$ cat src/rtl/core/pabb_pkg.sv
// Shared types, constants and command/status structs for the pending ack batch buffer.
package pabb_pkg;

	localparam int ACK_DEPTH = 8;
	localparam int IDX_W     = (ACK_DEPTH > 1) ? $clog2(ACK_DEPTH) : 1;
	localparam int CNT_W     = $clog2(ACK_DEPTH + 1);
	localparam int MAXC_W    = 4;
	localparam int RUN_W     = 4;
	localparam int CMP_W     = (CNT_W > MAXC_W) ? CNT_W : MAXC_W;

	localparam logic OP_ADD  = 1'b0;
	localparam logic OP_TAKE = 1'b1;

	localparam logic [1:0] KIND_HEADER  = 2'd0;
	localparam logic [1:0] KIND_FLUSHED = 2'd1;
	localparam logic [1:0] KIND_TAKEN   = 2'd2;
	localparam logic [1:0] KIND_NONE    = 2'd3;

	typedef struct packed {
		logic              opcode;
		logic [63:0]       rpc_id;
		logic [15:0]       src_port;
		logic [15:0]       dst_port;
		logic [MAXC_W-1:0] max_count;
	} req_item_t;

	typedef struct packed {
		logic [1:0]       kind;
		logic [63:0]      rpc_id_res;
		logic [15:0]      src_port_res;
		logic [15:0]      dst_port_res;
		logic [RUN_W-1:0] run_count;
		logic             last;
	} rsp_item_t;

	typedef struct packed {
		logic [63:0] rpc_id;
		logic [15:0] src_port;
		logic [15:0] dst_port;
	} ack_entry_t;

	typedef enum logic [1:0] {
		CNT_HOLD  = 2'd0,
		CNT_INC   = 2'd1,
		CNT_CLEAR = 2'd2,
		CNT_SUB   = 2'd3
	} cnt_op_t;

	typedef enum logic [1:0] {
		SRC_HDR  = 2'd0,
		SRC_MEM  = 2'd1,
		SRC_ZERO = 2'd2
	} out_src_t;

	typedef struct packed {
		logic             cap;
		cnt_op_t          cnt_op;
		logic             load;
		out_src_t         src;
		logic [IDX_W-1:0] idx;
		logic [1:0]       kind;
		logic [CNT_W-1:0] run;
		logic             last;
	} dp_cmd_t;

	typedef struct packed {
		logic             op_take;
		logic             full;
		logic [CNT_W-1:0] count;
		logic [CNT_W-1:0] take_n;
		logic             out_free;
	} dp_sts_t;

endpackage

$ cat src/rtl/core/pabb_dp.sv
// Datapath: entry store, entry count, header register and output register.
module pabb_dp (
	input  logic                clk,
	input  logic                arst_n,
	input  pabb_pkg::req_item_t req_item,
	input  logic                rsp_stall,
	input  pabb_pkg::dp_cmd_t   cmd,
	output pabb_pkg::dp_sts_t   sts,
	output logic                rsp_valid,
	output pabb_pkg::rsp_item_t rsp_item
);
	import pabb_pkg::*;

	ack_entry_t       mem_q [ACK_DEPTH];
	ack_entry_t       hdr_q;
	ack_entry_t       in_entry;
	logic [CNT_W-1:0] count_q;
	logic             out_valid_q;
	rsp_item_t        out_q;
	logic [CMP_W-1:0] mc_w;
	logic [CMP_W-1:0] cnt_w;
	logic [CNT_W-1:0] take_n;

	assign in_entry.rpc_id   = req_item.rpc_id;
	assign in_entry.src_port = req_item.src_port;
	assign in_entry.dst_port = req_item.dst_port;

	// clamp the requested take to what is stored
	assign mc_w   = CMP_W'(req_item.max_count);
	assign cnt_w  = CMP_W'(count_q);
	assign take_n = (mc_w < cnt_w) ? CNT_W'(mc_w) : count_q;

	assign sts.op_take  = (req_item.opcode == OP_TAKE);
	assign sts.full     = (count_q == CNT_W'(ACK_DEPTH));
	assign sts.count    = count_q;
	assign sts.take_n   = take_n;
	assign sts.out_free = !out_valid_q || !rsp_stall;

	always_ff @(posedge clk or negedge arst_n) begin
		if (!arst_n) begin
			count_q <= '0;
		end else begin
			case (cmd.cnt_op)
				CNT_INC:   count_q <= count_q + CNT_W'(1);
				CNT_CLEAR: count_q <= '0;
				CNT_SUB:   count_q <= count_q - take_n;
				default:   count_q <= count_q;
			endcase
		end
	end

	always_ff @(posedge clk) begin
		if (cmd.cnt_op == CNT_INC) begin
			mem_q[count_q[IDX_W-1:0]] <= in_entry;
		end
	end

	always_ff @(posedge clk) begin
		if (cmd.cap) begin
			hdr_q <= in_entry;
		end
	end

	always_ff @(posedge clk or negedge arst_n) begin
		if (!arst_n) begin
			out_valid_q <= 1'b0;
		end else if (cmd.load) begin
			out_valid_q <= 1'b1;
		end else if (!rsp_stall) begin
			out_valid_q <= 1'b0;
		end
	end

	always_ff @(posedge clk) begin
		if (cmd.load) begin
			out_q.kind      <= cmd.kind;
			out_q.run_count <= RUN_W'(cmd.run);
			out_q.last      <= cmd.last;
			case (cmd.src)
				SRC_HDR: begin
					out_q.rpc_id_res   <= hdr_q.rpc_id;
					out_q.src_port_res <= hdr_q.src_port;
					out_q.dst_port_res <= hdr_q.dst_port;
				end
				SRC_MEM: begin
					out_q.rpc_id_res   <= mem_q[cmd.idx].rpc_id;
					out_q.src_port_res <= mem_q[cmd.idx].src_port;
					out_q.dst_port_res <= mem_q[cmd.idx].dst_port;
				end
				default: begin
					out_q.rpc_id_res   <= '0;
					out_q.src_port_res <= '0;
					out_q.dst_port_res <= '0;
				end
			endcase
		end
	end

	assign rsp_valid = out_valid_q;
	assign rsp_item  = out_q;

	a_count_bound: assert property (@(posedge clk) disable iff (!arst_n)
		count_q <= CNT_W'(ACK_DEPTH))
		else $error("entry count above depth");

	a_load_free: assert property (@(posedge clk) disable iff (!arst_n)
		cmd.load |-> (!out_valid_q || !rsp_stall))
		else $error("output register overwritten while a result waits");

	a_write_room: assert property (@(posedge clk) disable iff (!arst_n)
		(cmd.cnt_op == CNT_INC) |-> (count_q < CNT_W'(ACK_DEPTH)))
		else $error("store write with no room");

endmodule

$ cat src/rtl/core/pabb_ctrl.sv
// Controller: sequences store writes, flush runs and take runs.
module pabb_ctrl (
	input  logic              clk,
	input  logic              arst_n,
	input  logic              req_valid,
	output logic              req_stall,
	input  pabb_pkg::dp_sts_t sts,
	output pabb_pkg::dp_cmd_t cmd
);
	import pabb_pkg::*;

	typedef enum logic [3:0] {
		ST_IDLE = 4'b0001,
		ST_HEAD = 4'b0010,
		ST_RUN  = 4'b0100,
		ST_NONE = 4'b1000
	} state_t;

	state_t           state_q;
	state_t           state_nxt;
	logic [IDX_W-1:0] idx_q;
	logic [IDX_W-1:0] end_idx_q;
	logic [CNT_W-1:0] run_q;
	logic [1:0]       kind_q;
	logic             run_last;

	assign req_stall = (state_q != ST_IDLE);
	assign run_last  = (idx_q == end_idx_q);

	always_comb begin
		cmd        = '0;
		cmd.cnt_op = CNT_HOLD;
		cmd.src    = SRC_ZERO;
		cmd.idx    = idx_q;
		cmd.kind   = kind_q;
		cmd.run    = run_q;
		state_nxt  = state_q;
		case (state_q)
			ST_IDLE: begin
				if (req_valid) begin
					cmd.cap = 1'b1;
					if (!sts.op_take) begin
						if (!sts.full) begin
							cmd.cnt_op = CNT_INC;
						end else begin
							cmd.cnt_op = CNT_CLEAR;
							state_nxt  = ST_HEAD;
						end
					end else if (sts.take_n == '0) begin
						state_nxt = ST_NONE;
					end else begin
						cmd.cnt_op = CNT_SUB;
						state_nxt  = ST_RUN;
					end
				end
			end
			ST_HEAD: begin
				if (sts.out_free) begin
					cmd.load  = 1'b1;
					cmd.src   = SRC_HDR;
					cmd.kind  = KIND_HEADER;
					cmd.last  = (run_q == '0);
					state_nxt = (run_q == '0) ? ST_IDLE : ST_RUN;
				end
			end
			ST_RUN: begin
				if (sts.out_free) begin
					cmd.load = 1'b1;
					cmd.src  = SRC_MEM;
					cmd.last = run_last;
					if (run_last) begin
						state_nxt = ST_IDLE;
					end
				end
			end
			ST_NONE: begin
				if (sts.out_free) begin
					cmd.load  = 1'b1;
					cmd.src   = SRC_ZERO;
					cmd.kind  = KIND_NONE;
					cmd.run   = '0;
					cmd.last  = 1'b1;
					state_nxt = ST_IDLE;
				end
			end
			default: begin
				state_nxt = ST_IDLE;
			end
		endcase
	end

	always_ff @(posedge clk or negedge arst_n) begin
		if (!arst_n) begin
			state_q <= ST_IDLE;
		end else begin
			state_q <= state_nxt;
		end
	end

	// run bookkeeping: set up at accept, advance per loaded stored entry
	always_ff @(posedge clk) begin
		if (state_q == ST_IDLE && req_valid) begin
			end_idx_q <= IDX_W'(sts.count - CNT_W'(1));
			if (!sts.op_take) begin
				idx_q  <= '0;
				run_q  <= sts.count;
				kind_q <= KIND_FLUSHED;
			end else begin
				idx_q  <= IDX_W'(sts.count - sts.take_n);
				run_q  <= sts.take_n;
				kind_q <= KIND_TAKEN;
			end
		end else if (state_q == ST_RUN && sts.out_free && !run_last) begin
			idx_q <= idx_q + IDX_W'(1);
		end
	end

	a_idx_range: assert property (@(posedge clk) disable iff (!arst_n)
		(state_q == ST_RUN) |-> (idx_q <= end_idx_q))
		else $error("run index past end of run");

	a_no_write_in_run: assert property (@(posedge clk) disable iff (!arst_n)
		(state_q != ST_IDLE) |-> (cmd.cnt_op == CNT_HOLD))
		else $error("entry count changed during a run");

endmodule

$ cat src/rtl/core/pending_ack_batch_buffer.sv
// Top level of the pending acknowledgement batch buffer.
//
//  channel   direction  handshake               payload
//  req       in         req_valid / req_stall   req_item (opcode, entry, max_count)
//  rsp       out        rsp_valid / rsp_stall   rsp_item (kind, entry, run_count, last)
//
// An add that finds room gives no result; with req_stall low, adds can follow every cycle.
// A flush of the N stored entries loads a header for the new item, then one result per stored
// entry; a take of n entries loads n results, a take of nothing a single result. With rsp_stall
// low, one result per cycle is set by the single read port of the entry store feeding the
// output register. Reset clears the entry count and the output valid; store contents are
// undefined and need no clearing pass. rsp_stall holds the output register and pauses the run;
// req_stall stays high from the accept of an item with results until its last result is loaded.
module pending_ack_batch_buffer (
	input  logic                clk,
	input  logic                arst_n,
	input  logic                req_valid,
	output logic                req_stall,
	input  pabb_pkg::req_item_t req_item,
	output logic                rsp_valid,
	input  logic                rsp_stall,
	output pabb_pkg::rsp_item_t rsp_item
);
	import pabb_pkg::*;

	dp_cmd_t cmd;
	dp_sts_t sts;

	// sequence accepts, count updates and result loads
	pabb_ctrl u_ctrl (
		.clk       (clk),
		.arst_n    (arst_n),
		.req_valid (req_valid),
		.req_stall (req_stall),
		.sts       (sts),
		.cmd       (cmd)
	);

	// hold the entries, the count and the outgoing result item
	pabb_dp u_dp (
		.clk       (clk),
		.arst_n    (arst_n),
		.req_item  (req_item),
		.rsp_stall (rsp_stall),
		.cmd       (cmd),
		.sts       (sts),
		.rsp_valid (rsp_valid),
		.rsp_item  (rsp_item)
	);

endmodule
$ cat config.mk
export PLATFORM = sky130hd
export DESIGN_NAME = pending_ack_batch_buffer
export DESIGN_NICKNAME = d
export VERILOG_FILES = /design/src/rtl/core/pabb_pkg.sv /design/src/rtl/core/pabb_dp.sv /design/src/rtl/core/pabb_ctrl.sv /design/src/rtl/core/pending_ack_batch_buffer.sv
export SDC_FILE = /design/constraint.sdc
export NUM_CORES = 1
export LEC_CHECK = 0
export ABC_AREA = 1
export CAP_MARGIN = 20
export CORE_AREA = 5 5 315 317
export CTS_BUF_LIST = sky130_fd_sc_hd__clkbuf_8 sky130_fd_sc_hd__clkbuf_16
export DETAILED_ROUTE_END_ITERATION = 10
export DIE_AREA = 0 0 320 322
export DONT_BUFFER_PORTS = 1
export PLACE_DENSITY = 0.63
export SKIP_LAST_GASP = 1
export SLEW_MARGIN = 20
export SYNTH_ARGS = -nofsm -noshare
export SYNTH_HDL_FRONTEND = slang
export SYNTH_SLANG_ARGS = --single-unit
$ cat constraint.sdc
create_clock -name clk -period 23.4 [get_ports clk]
set_input_delay 1.17 -clock clk [delete_from_list [all_inputs] [get_ports clk]]
set_output_delay 1.17 -clock clk [all_outputs]
set_load 0.05 [all_outputs]
# [Yosys cells after proc, flatten, opt, wreduce, memory -nomap -nowiden]
# Memory sizes are Yosys's and may differ from the RTL's. A register that Yosys moved wholly into a read port is not among the register bits.
# Index checks and enable logic that the tools add are counted.
[word_totals] input_bits=105 regBits=220 ramBits=768 n_memories=1 output_inout_bits=105 wordCells=92
[memory_table] name="u_dp.mem_q" depth=8 width=96 read_ports=1 rd_ports_with_merged_regs=1 write_ports=1 line="pabb_dp.sv:14" source="ack_entry_t mem_q [ACK_DEPTH];"
[op_classes] addsub=4 magnitude_cmp=1 eq_ne=18 mux=39 reduce_logical=13
[op_table] op="96-bit one-hot mux with 2 select lines" count=1
[op_table] op="4-bit 2-to-1 mux" count=11
[op_table] op="3-bit 2-to-1 mux" count=10
[op_table] op="4-bit one-hot mux with 4 select lines" count=1
[op_table] op="4-bit one-hot mux with 3 select lines" count=1
[op_table] op="2-bit 2-to-1 mux" count=5
[op_table] op="2-bit by 1-bit != test with 1-bit output, second input constant" count=5
[op_table] op="3-bit one-hot mux with 3 select lines" count=1
[op_table] op="4-bit == test, second input constant" count=2
[op_table] op="4-bit zero test" count=2
[op_table] op="7-bit 2-to-1 mux" count=1
[op_table] op="1-bit 2-to-1 mux" count=6
[op_table] op="6-bit AND reduction" count=1
[op_table] op="4-bit by 1-bit adder with 4-bit output, second input constant" count=1
[op_table] op="2-bit by 1-bit == test with 1-bit output, second input constant" count=2
[op_table] op="2-bit == test, second input constant" count=2
[op_table] op="4-bit by 1-bit == test with 1-bit output, second input constant" count=1
[op_table] op="4-bit by 2-bit == test with 1-bit output, second input constant" count=1
[op_table] op="4-bit by 3-bit == test with 1-bit output, second input constant" count=1
[op_table] op="4-bit < comparator" count=1
[op_table] op="4-bit by 1-bit != test with 1-bit output, second input constant" count=1
[op_table] op="2-bit one-hot mux with 2 select lines" count=1
[op_table] op="4-bit subtractor" count=1
[op_table] op="3-bit by 1-bit adder with 3-bit output, second input constant" count=1
[op_table] op="11 further kinds" count=15

# [Logic depth before layout (Yosys ltp)]
[logic_depth] word_depth=10 ltp_mapped=20 ltp_nobuf=19

# [Cells and area by module]
# Synthesis repeated with hierarchy kept, for this count alone.
[hier_totals] hier_cells=2902 hier_area_um2=38662.1
[modules_own_cells] module="pabb_dp" n_inst=1 seq_area_each_um2=29163.0 area_each_um2=37518.5 cells_each=2765
[modules_own_cells] module="pabb_ctrl" n_inst=1 seq_area_each_um2=461.7 area_each_um2=1143.6 cells_each=137

# [Least setup slack after synthesis]
# OpenSTA, ideal clock, no wires.
[synth_path] path_kind="in2reg" start="in req_item[100] in the netlist's numbering" end="mem u_dp.mem_q[4][0] in the netlist's numbering, enable pin" n_path_buf=0 t_arrival_ns=8.221 setup_ns=0.669 path_stages=7 slack_ns=14.510 cell_sequence="inv_1 -> nand2_1 -> nor2_2 -> inv_2 -> nor2_1 -> inv_2 -> nor3_1"
[synth_via] elab_chain_len=6
[synth_lines] element="start, declared" line="pending_ack_batch_buffer.sv:19" source="input pabb_pkg::req_item_t req_item,"
[synth_lines] element="2-bit 2-to-1 mux" line="pabb_ctrl.sv:42" source="if (!sts.op_take) begin"
[synth_lines] element="3-bit 2-to-1 mux" line="pabb_ctrl.sv:40" source="if (req_valid) begin"
[synth_lines] element="3-bit 2-to-1 mux" line="pabb_ctrl.sv:38" source="case (state_q)"
[synth_lines] element="2-bit by 1-bit == test with 1-bit output" line="pabb_dp.sv:53" source="if (cmd.cnt_op == CNT_INC) begin"
[synth_lines] element="1-bit 2-to-1 mux" line="pabb_dp.sv:53"
[synth_lines] element="1-bit 2-to-1 mux (not written as such)" line="pabb_dp.sv:54" source="mem_q[count_q[IDX_W-1:0]] <= in_entry;"
[synth_lines] element="end, declared" line="pabb_dp.sv:14"
# No other way between the ends.

# [Final worst setup path]
[layout_path] start="reg u_dp.count_q[1], in the netlist u_dp.cnt_w[1]" end="mem u_dp.mem_q[6][2] in the netlist's numbering, enable pin"
[layout_via] elab_chain_len=10
[layout_lines] element="start, declared" line="pabb_dp.sv:17" source="logic [CNT_W-1:0] count_q;"
[layout_lines] element="start signal, assigned" line="pabb_dp.sv:44" source="CNT_INC: count_q <= count_q + CNT_W'(1);"
[layout_lines] element="start signal, assigned" line="pabb_dp.sv:46" source="CNT_SUB: count_q <= count_q - take_n;"
[layout_lines] element="start signal, assigned" line="pabb_dp.sv:47" source="default: count_q <= count_q;"
[layout_lines] element="4-bit < comparator" line="pabb_dp.sv:31" source="assign take_n = (mc_w < cnt_w) ? CNT_W'(mc_w) : count_q;"
[layout_lines] element="4-bit 2-to-1 mux" line="pabb_dp.sv:31"
[layout_lines] element="4-bit zero test" line="pabb_ctrl.sv:49" source="end else if (sts.take_n == '0) begin"
[layout_lines] element="2-bit 2-to-1 mux" line="pabb_ctrl.sv:49"
[layout_lines] element="2-bit 2-to-1 mux" line="pabb_ctrl.sv:42"
[layout_lines] element="3-bit 2-to-1 mux" line="pabb_ctrl.sv:40"
[layout_lines] element="3-bit 2-to-1 mux" line="pabb_ctrl.sv:38"
[layout_lines] element="2-bit by 1-bit == test with 1-bit output" line="pabb_dp.sv:53"
[layout_lines] element="1-bit 2-to-1 mux" line="pabb_dp.sv:53"
[layout_lines] element="1-bit 2-to-1 mux (not written as such)" line="pabb_dp.sv:54"
# Parallel ways exist; a longest one is shown, timed or not.

==> metrics.cfg <==
[clocking]
path_clk_slew_ps=60
cts_setup_buffers=0
cts-root-buf=clkbuf_16
clock_path_buffers=3
htree_levels=3
holdBufCountCts=0
ctsResizeCount=0
cts_inserted_buffers=100
tritoncts=yes
clkLatencyLatePin_ps=650
cts.sinks=991

[global_routing]
met3_usage_pct=3.29
grt_first_pass_wirelength_um=133000
antenna_found_initial=0
grt_pass1_vias=21000
grt_overflow=0
gr-usage-met1_pct=22.1
use_met2_pct=28.3
grt-busiest-layer=met2
grt_max_degree=148
gr-usage-all-layers_pct=16.7

[detailed_routing]
num_vias=21400
drt_pass1_iterations=5
drt_iter0_markers=2156
ant_nets=0
drc=0
routed_wl_um=88700
vias_per_cell=5.26
avgRoutedWirePerCell_um=21.8

[cells_and_area]
mostFrequentLayoutCells=edfxtp_1, nand2_1, nand3_1, a21oi_1, clkbuf_16
final_cells=4067
syn2layout_area_growth_pct=11.1
nets=2828
drive_above_1_share_pct=7.60
final_common_cell=edfxtp_1
n_fill_cell=8416

[synth]
postSynthAreaPerCell_um2=13.8
ys_types=34
yosys.area.top_type=edfxtp_1
syn-cell-area_um2=38000
synthCells=2744
synth-warning-count=0
ys_async_sr_fraction_pct=0.908
syn_nets=2861
yosys.area.top_type_share_pct=77.5
seq_area_frac_synth_pct=78.2
synth-seq-cells=991
synth_flop_cell=edfxtp_1
synth_edf_count=979
yosys-top-cells-area=edfxtp_1, nand2_1, nand3_1

[timing]
tightest_slew_ps=1080
drv_slew=0
setup_viol=0
rsz0062_at_grt=false
fin_crit_sh_pct=16.2
tns_ps=0
finClkSkew_ps=18.5
finalCriticalPeriod_ps=3800
relSlewSlack_pct=27.7
hold_slack_ps=213
finalHoldViolations=0
max_freq_ghz=0.263

[critical_path]
r2r_cells=11
r2r_setup_slack_ps=19600
cp-start-kind=register
crit_start=u_dp.cnt_w[1]
path_max_fanout=56
worstReg2RegStart=u_dp.cnt_w[1]
critPathKind=reg -> reg
reg2reg_to=u_dp.mem_q[6][2]
cp-end-kind=register
cp.required_ps=23670
cp.arrival_ps=4070

[place]
dp.cells=3885
dpl.hpwl_um=47000
portBuffers=0
place_congestion=0.749

[floorplanning]
rows=114
die_x_um=320
dieArea_um2=103000
core-area_um2=96000
fp.dieH_um=322
io_pins=210
start_util_pct=39.5

[pwr]
ir_worst_vdd_mv=0.0867
power_mw=5.13
power_density_nw_per_um2=122
p_leak_nw=14.0

[hold_path]
hold_path.class=in -> async

[outcome]
status=finished clean

[flow_run]
max-cap-violations=0

sequential cells by signal, summed over array words and instances, names as in the netlist, named ones only:
name	count
u_dp.hdr_q	96
u_dp.rsp_valid	1
u_dp.rsp_item	103
u_dp.mem_q	768
u_ctrl.end_idx_q	3
u_ctrl.kind_q	2
u_ctrl.run_q	4
u_ctrl.idx_q	3
u_dp.cnt_w	4
u_ctrl.state_q	4
worst max path at each step:
stage / endpoint / slack (ps) / cells after the start
floorplan: u_dp.mem_q[4][0] / 14510 / 7
global placement: u_dp.mem_q[6][63] / 19340 / 9
detailed placement: u_dp.mem_q[6][17] / 19380 / 9
CTS: u_dp.mem_q[6][77] / 19470 / 11
global route: u_dp.mem_q[6][77] / 19280 / 11
finish: u_dp.mem_q[6][2] / 19600 / 11
worst max-delay path, stage by stage (launching register included):
cell and delay, ps:
dfrtp_1 570, inv_1 230, ha_1 260, nand3_1 90
nand2_1 80, nor2_2 180, inv_2 90, nor2_1 170
inv_2 110, nor3_2 150, buf_4 770, buf_4 690
final cells by class:
class	instances	area (um^2)	area share, %
Antenna cell	1	2.50	0.00593
Tap cell	1276	1600	3.78
Clock inverter	81	527	1.25
Inverter	38	164	0.389
Sequential cell	991	29700	70.4
Multi-Input combinational cell	1546	7420	17.6
Clock buffer	100	2500	5.93
Timing Repair Buffer	34	279	0.661
Yosys cell counts, types with 6 or more instances:
cell type,number
o21ai_1,91
clkbuf_1,69
nand2_2,7
xnor2_1,6
nand2_1,698
o21ai_0,73
buf_1,10
o221ai_1,36
inv_2,9
inv_1,27
ha_1,11
a21oi_1,162
buf_2,82
nor2_1,97
dfrtp_1,8
a32oi_1,77
nand3_1,264
buf_4,6
edfxtp_1,979
routing by layer:
metal	wire length (um)	vias up
li1	-	10000
met1	37200	10600
met2	43700	617
met3	5560	123
met4	2230	0
met5	0	-
stage by stage:
stage	utilization (%)	area (um^2)	worst slack, ps
2_1_floorplan	-	38000	14510
3_3_place_gp	40.8	39100	19340
3_5_place_dp	40.8	39200	19380
4_1_cts	43.9	42200	19470
5_1_grt	43.9	42200	19280
6_report	43.9	42200	19600
report_power, final:
part	total [mW]	switching (mW)	internal [mW]
logic	1.24	0.900	0.335
registers	2.41	0.234	2.18
clock network	1.48	0.654	0.830
logic make-up after synthesis:
family,after synthesis,share of synthesized area (%)
simple gates,1081,11.7
flops,991,78.2
compound gates,442,6.96
buf+inv,207,2.42
fa+ha+maj,12,0.415
xor+xnor,9,0.208
mux,2,0.0593
Power figures use the tool's default switching activity.
